==> src/hdl/s20_pkg.sv <==
`timescale 1ns / 1ps

package s20_pkg;

  localparam int ROUND_COUNT   = 20;
  localparam int DOUBLE_ROUNDS = (ROUND_COUNT + 1) / 2;
  localparam int DR_W          = $clog2(DOUBLE_ROUNDS + 1);
  localparam int PHASES        = 8;
  localparam int PHASE_W       = $clog2(PHASES);

  localparam int POS_W = 7;
  localparam logic [POS_W-1:0] BLOCK_BYTES = 7'd64;

  localparam int Q_DEPTH = 2;
  localparam int Q_PTR_W = $clog2(Q_DEPTH);
  localparam int Q_CNT_W = $clog2(Q_DEPTH + 1);

  localparam int PADDR_W = 6;
  localparam int PDATA_W = 64;

  // register index codes, taken from paddr[5:3]
  localparam logic [2:0] REG_KEY0  = 3'd0;
  localparam logic [2:0] REG_KEY1  = 3'd1;
  localparam logic [2:0] REG_KEY2  = 3'd2;
  localparam logic [2:0] REG_KEY3  = 3'd3;
  localparam logic [2:0] REG_MODE  = 3'd4;
  localparam logic [2:0] REG_NONCE = 3'd5;

  // "expand 32-byte k" and "expand 16-byte k", little-endian words
  localparam logic [31:0] SIGMA [4] = '{32'h61707865, 32'h3320646e,
                                        32'h79622d32, 32'h6b206574};
  localparam logic [31:0] TAU [4]   = '{32'h61707865, 32'h3120646e,
                                        32'h79622d36, 32'h6b206574};

  // quarter-round word quartets (a, b, c, d): column round, then row round
  localparam logic [3:0] QR_IDX [8][4] = '{
    '{4'd0,  4'd4,  4'd8,  4'd12},
    '{4'd5,  4'd9,  4'd13, 4'd1},
    '{4'd10, 4'd14, 4'd2,  4'd6},
    '{4'd15, 4'd3,  4'd7,  4'd11},
    '{4'd0,  4'd1,  4'd2,  4'd3},
    '{4'd5,  4'd6,  4'd7,  4'd4},
    '{4'd10, 4'd11, 4'd8,  4'd9},
    '{4'd15, 4'd12, 4'd13, 4'd14}
  };
  localparam logic [4:0] QR_ROT [4] = '{5'd7, 5'd9, 5'd13, 5'd18};

  typedef logic [15:0][31:0] words_t;

  typedef struct packed {
    logic [7:0] data_byte;
    logic       final_byte;
  } in_item_t;

  typedef struct packed {
    logic [7:0] out_byte;
    logic       final_out;
  } out_item_t;

  typedef struct packed {
    logic [63:0] key0;
    logic [63:0] key1;
    logic [63:0] key2;
    logic [63:0] key3;
    logic        mode;
    logic [63:0] nonce;
  } cfg_t;

  typedef struct packed {
    logic   start;
    words_t init;
  } core_req_t;

  // one step of one quarter-round lane: t ^= rotl(x + y, r)
  function automatic words_t lane_op(words_t w, logic row, logic [1:0] lane,
                                     logic [1:0] step);
    logic [3:0]  t;
    logic [3:0]  x;
    logic [3:0]  y;
    logic [4:0]  r;
    logic [31:0] s;
    t = QR_IDX[{row, lane}][step + 2'd1];
    x = QR_IDX[{row, lane}][step];
    y = QR_IDX[{row, lane}][step - 2'd1];
    r = QR_ROT[step];
    s = w[x] + w[y];
    w[t] = w[t] ^ ((s << r) | (s >> (6'd32 - {1'b0, r})));
    return w;
  endfunction

  function automatic words_t build_init(cfg_t c, logic [63:0] ctr);
    words_t      w;
    logic [63:0] hk0;
    logic [63:0] hk1;
    hk0 = c.mode ? c.key2 : c.key0;
    hk1 = c.mode ? c.key3 : c.key1;
    w[0]  = c.mode ? SIGMA[0] : TAU[0];
    w[1]  = c.key0[31:0];
    w[2]  = c.key0[63:32];
    w[3]  = c.key1[31:0];
    w[4]  = c.key1[63:32];
    w[5]  = c.mode ? SIGMA[1] : TAU[1];
    w[6]  = c.nonce[31:0];
    w[7]  = c.nonce[63:32];
    w[8]  = ctr[31:0];
    w[9]  = ctr[63:32];
    w[10] = c.mode ? SIGMA[2] : TAU[2];
    w[11] = hk0[31:0];
    w[12] = hk0[63:32];
    w[13] = hk1[31:0];
    w[14] = hk1[63:32];
    w[15] = c.mode ? SIGMA[3] : TAU[3];
    return w;
  endfunction

endpackage

==> src/hdl/s20_in_queue.sv <==
`timescale 1ns / 1ps

module s20_in_queue (
  input  logic             clk,
  input  logic             rst_n,
  input  logic             in_valid,
  output logic             in_stall,
  input  s20_pkg::in_item_t in_item,
  output logic             q_valid,
  output s20_pkg::in_item_t q_item,
  input  logic             q_pop
);

  s20_pkg::in_item_t             mem_r [s20_pkg::Q_DEPTH];
  logic [s20_pkg::Q_PTR_W-1:0]   wr_ptr_r;
  logic [s20_pkg::Q_PTR_W-1:0]   rd_ptr_r;
  logic [s20_pkg::Q_CNT_W-1:0]   count_r;
  logic [s20_pkg::Q_PTR_W-1:0]   wr_ptr_nxt;
  logic [s20_pkg::Q_PTR_W-1:0]   rd_ptr_nxt;
  logic [s20_pkg::Q_CNT_W-1:0]   count_nxt;
  logic                          push;

  assign in_stall = (count_r == s20_pkg::Q_CNT_W'(s20_pkg::Q_DEPTH));
  assign push     = in_valid && !in_stall;
  assign q_valid  = (count_r != '0);
  assign q_item   = mem_r[rd_ptr_r];

  always_comb begin
    wr_ptr_nxt = wr_ptr_r;
    rd_ptr_nxt = rd_ptr_r;
    count_nxt  = count_r;
    if (push) begin
      wr_ptr_nxt = (wr_ptr_r == s20_pkg::Q_PTR_W'(s20_pkg::Q_DEPTH - 1)) ? '0
                   : wr_ptr_r + 1'b1;
    end
    if (q_pop) begin
      rd_ptr_nxt = (rd_ptr_r == s20_pkg::Q_PTR_W'(s20_pkg::Q_DEPTH - 1)) ? '0
                   : rd_ptr_r + 1'b1;
    end
    if (push && !q_pop) begin
      count_nxt = count_r + 1'b1;
    end else if (q_pop && !push) begin
      count_nxt = count_r - 1'b1;
    end
  end

  always_ff @(posedge clk) begin
    if (!rst_n) begin
      wr_ptr_r <= '0;
      rd_ptr_r <= '0;
      count_r  <= '0;
    end else begin
      wr_ptr_r <= wr_ptr_nxt;
      rd_ptr_r <= rd_ptr_nxt;
      count_r  <= count_nxt;
    end
  end

  always_ff @(posedge clk) begin
    if (push) begin
      mem_r[wr_ptr_r] <= in_item;
    end
  end

  a_no_overfill: assert property (@(posedge clk) disable iff (!rst_n)
    count_r <= s20_pkg::Q_CNT_W'(s20_pkg::Q_DEPTH))
    else $error("input queue holds more items than its depth");

endmodule

==> config.mk <==
export PLATFORM = sky130hd
export DESIGN_NAME = s20_in_queue
export DESIGN_NICKNAME = d
export VERILOG_FILES = /design/src/hdl/s20_pkg.sv /design/src/hdl/s20_in_queue.sv
export SDC_FILE = /design/constraint.sdc
export NUM_CORES = 1
export LEC_CHECK = 0
export BUFFER_PORTS_ARGS = -buffer_cell sky130_fd_sc_hd__buf_2
export CAP_MARGIN = 20
export CORE_ASPECT_RATIO = 1.2
export CORE_UTILIZATION = 49
export CTS_CLUSTER_SIZE = 14
export DETAILED_ROUTE_END_ITERATION = 10
export GPL_TIMING_DRIVEN = 1
export MAX_ROUTING_LAYER = met4
export PLACE_DENSITY = 0.75
export SYNTH_ARGS = -nofsm -noshare
export SYNTH_HDL_FRONTEND = slang
export SYNTH_SLANG_ARGS = --single-unit
==> constraint.sdc <==
create_clock -name clk -period 2.25 [get_ports clk]
set_clock_uncertainty 0.15 [all_clocks]
set_input_delay 0.3375 -clock clk [delete_from_list [all_inputs] [get_ports clk]]
set_output_delay 0.3375 -clock clk [all_outputs]
set_load 0.03 [all_outputs]
==> results by group <==
Placed design
  • RD Place Congestion: 0.677
  • Place WS: 576 ps
  • I/O Buffers: 23
  • Placed cell count: 94

Min path
  • Min-delay worst type: in -> reg
  • Hold Path Depth: 1
  • HP Start: in_item[3]

Final layout
  • Number of fill cells in the layout: 144
  • Layout cells sized above 1: 47.5%
  • Diode count: 0
  • Layout area overhead: 18.8%
  • Most frequent cells in the layout: buf_2, edfxtp_1, mux2_2
  • Total Nets Final: 95
  • Final core occ: 63.3%
  • Most common cell after layout, fill and taps aside: buf_2
  • Multi-input logic area: 228 um2
  • Final non-filler cell total: 98
  • Register Area: 641 um2

Clock tree
  • # clock sinks: 23
  • CTS clk-pin slew, worst paths: 120 ps
  • Post-CTS setup buffer count: 0
  • Clock latency on the worst-skew pair: 300 ps
  • CTS Hold Bufs: 0
  • H-tree Lvls: 1
  • Num CTS Buffers: 3
  • CTS Root Cell: clkbuf_4
  • Post-cts resize count: 0
  • Clock Path Buffers: 2
  • TritonCTS clock tree: done

Route
  • Detail Route Antenna Nets: 0
  • Vias per Instance: ~5.1
  • DRC Markers: 0
  • Initial DRT Pass Iterations: 3
  • Drt wl/cell: 12.9 um
  • Routed vias: between 400 and 500
  • Post-Route WL: 1260 um
  • Detailed Route Iter0 Violations: 3

Die
  • Die width: 40.8 um
  • Initial Util: 53.2%
  • # IOs: 24
  • Core box area: 1660 um2
  • Die area: 1980 um2
  • Floorplan die height: 48.5 um
  • Row Count: 16

Critical path
  • Critical path fanouts, max: 9
  • Register-to-Register Path Depth: 6
  • WS Path Type: reg -> out
  • Worst r2r src: count_r[0]
  • Crit path largest cell delay: 560 ps
  • Slowest CP cell: dfxtp_1
  • R2r setup slk: between 500 and 600 ps
  • CP startpoint kind: register
  • WP buf/inv: 1
  • Crit path arrival time: 1430 ps
  • Crit. End Element: output pin
  • Req. time, crit path: 1760 ps
  • Reg2reg end: count_r[1]
  • CP cell instances: mux2_2 > buf_2
  • Crit path capture: q_item[7]
  • Crit-path leading delay family: flip-flops
  • CP Depth: 2

Timing
  • Hold Vio Cnt, Final: 0
  • Slew headroom: 72.3%
  • Setup violators final: 0
  • Setup_tns: 0 ps
  • Tightest Pin Transition: 416 ps
  • Fin crit share: 85.3%
  • Slew Viols, Final: 0
  • FMAX: 521 MHz
  • Final WS setup: 330 ps
  • RSZ-0062 raised after global routing: false
  • Crit path time final: 1920 ps

Power
  • Power consumption: around 950 uW
  • Power per cell area: between 900 and 1000 nW/um2
  • Leak: 0.000429 uW
  • Max VDD drop: 0.562 mV

Outcome
  • Run status: finished, final reports clean

Synthesis
  • Mapped cell area: about 880 um2
  • Post-Syn Nets: 67
  • Register area share after synthesis: 72.4%
  • Instance count of the mapped netlist: 53
  • Yosys synthesis warning count: 0
  • #FFs+latches synth: 23
  • Mapped Avg Cell Area: 16.7 um2
  • Post-synth cell types: 21

Global route
  • Vias in the first global route: 494
  • Pin count of the biggest net entering global routing: 13
  • Grt total ovfl: 0
  • First-pass GRT wire length: 2020 um
  • Initial antenna violation count: 0
  • Gr usage total: between 10% and 20%

Job
  • Max-cap viol count: 0
==> logic make-up after synthesis <==
logic type                 after synthesis  synth area share (%)
AOI/OAI and AO/OA                        4                  3.11
xor gates and xnor gates                 3                  2.97
adders and majority gates                1                  1.41
buffers and inverters                    4                  1.84
DFF                                     23                  72.4
muxes                                    9                  11.5
and+or+nand+nor                          9                  6.79
==> stage by stage <==
stage	hold slack, ps	area (um2)
after CTS	55.8	1050
after global placement	350	1020
after floorplan	286	885
after global routing	56.8	1050
after detailed placement	374	1020
final	63.9	1050
==> state kept, by name (all words and copies together) (netlist names), named ones only <==
register	count
mem_r	18
count_r	2
rd_ptr_r	1
wr_ptr_r	1
==> worst register-to-register path: cells and delay by family (launching register included) <==
family,cells,cell delay (ps)
simple gates,3,600
compound gates,1,130
fa+ha+maj,1,300
flops,1,360
buf+inv,1,80
==> synthesized netlist by cell type <==
master    count  area share [%]
edfxtp_1     18              61
xnor2_1       1            0.99
and3_1        1            0.71
mux2_2        7             8.9
or2_2         1            0.71
inv_2         1            0.42
a21boi_1      1            0.85
ha_1          1             1.4
dfxtp_1       5              11
buf_2         1            0.57
or3_1         1            0.71
xor2_1        2             2.0
nor3_2        1             1.1
mux2_1        2             2.5
and2_1        3             2.1
nand2b_2      1            0.99
nor2_1        1            0.42
inv_1         2            0.85
o21ai_0       1            0.57
o21a_1        1            0.85
a21boi_0      1            0.85
==> where the power goes <==
group / switching [uW] / internal, uW / total, uW
Clock: 114 / 69.1 / 183
Sequential: 25.1 / 511 / 536
Combinational: 137 / 90.8 / 228
==> final cells by class <==
cell class / count / share of cell area, %
Sequential cell: 23 / 61.0
Multi-Input combinational cell: 26 / 21.7
Timing Repair Buffer: 24 / 11.7
Clock buffer: 4 / 2.50
Tap cell: 18 / 2.14
Inverter: 3 / 1.07
==> how the worst min path moves through the flow <==
stage	slack, ps	end
finish	60	mem_r[1][3]
global route	60	mem_r[1][1]
CTS	60	mem_r[1][8]
detailed placement	370	count_r[1]
global placement	350	count_r[1]
floorplan	290	mem_r[0][0]
==> per-layer routing <==
metal  track usage (%)  routed length (um)  up-vias
li1                  -                   -      245
met1              19.5                 526      233
met2              22.7                 648       17
met3              4.13                  50        4
met4              8.33                  36        0
met5                 -                   0        -
No activity file was read; power rests on OpenSTA's default activity.
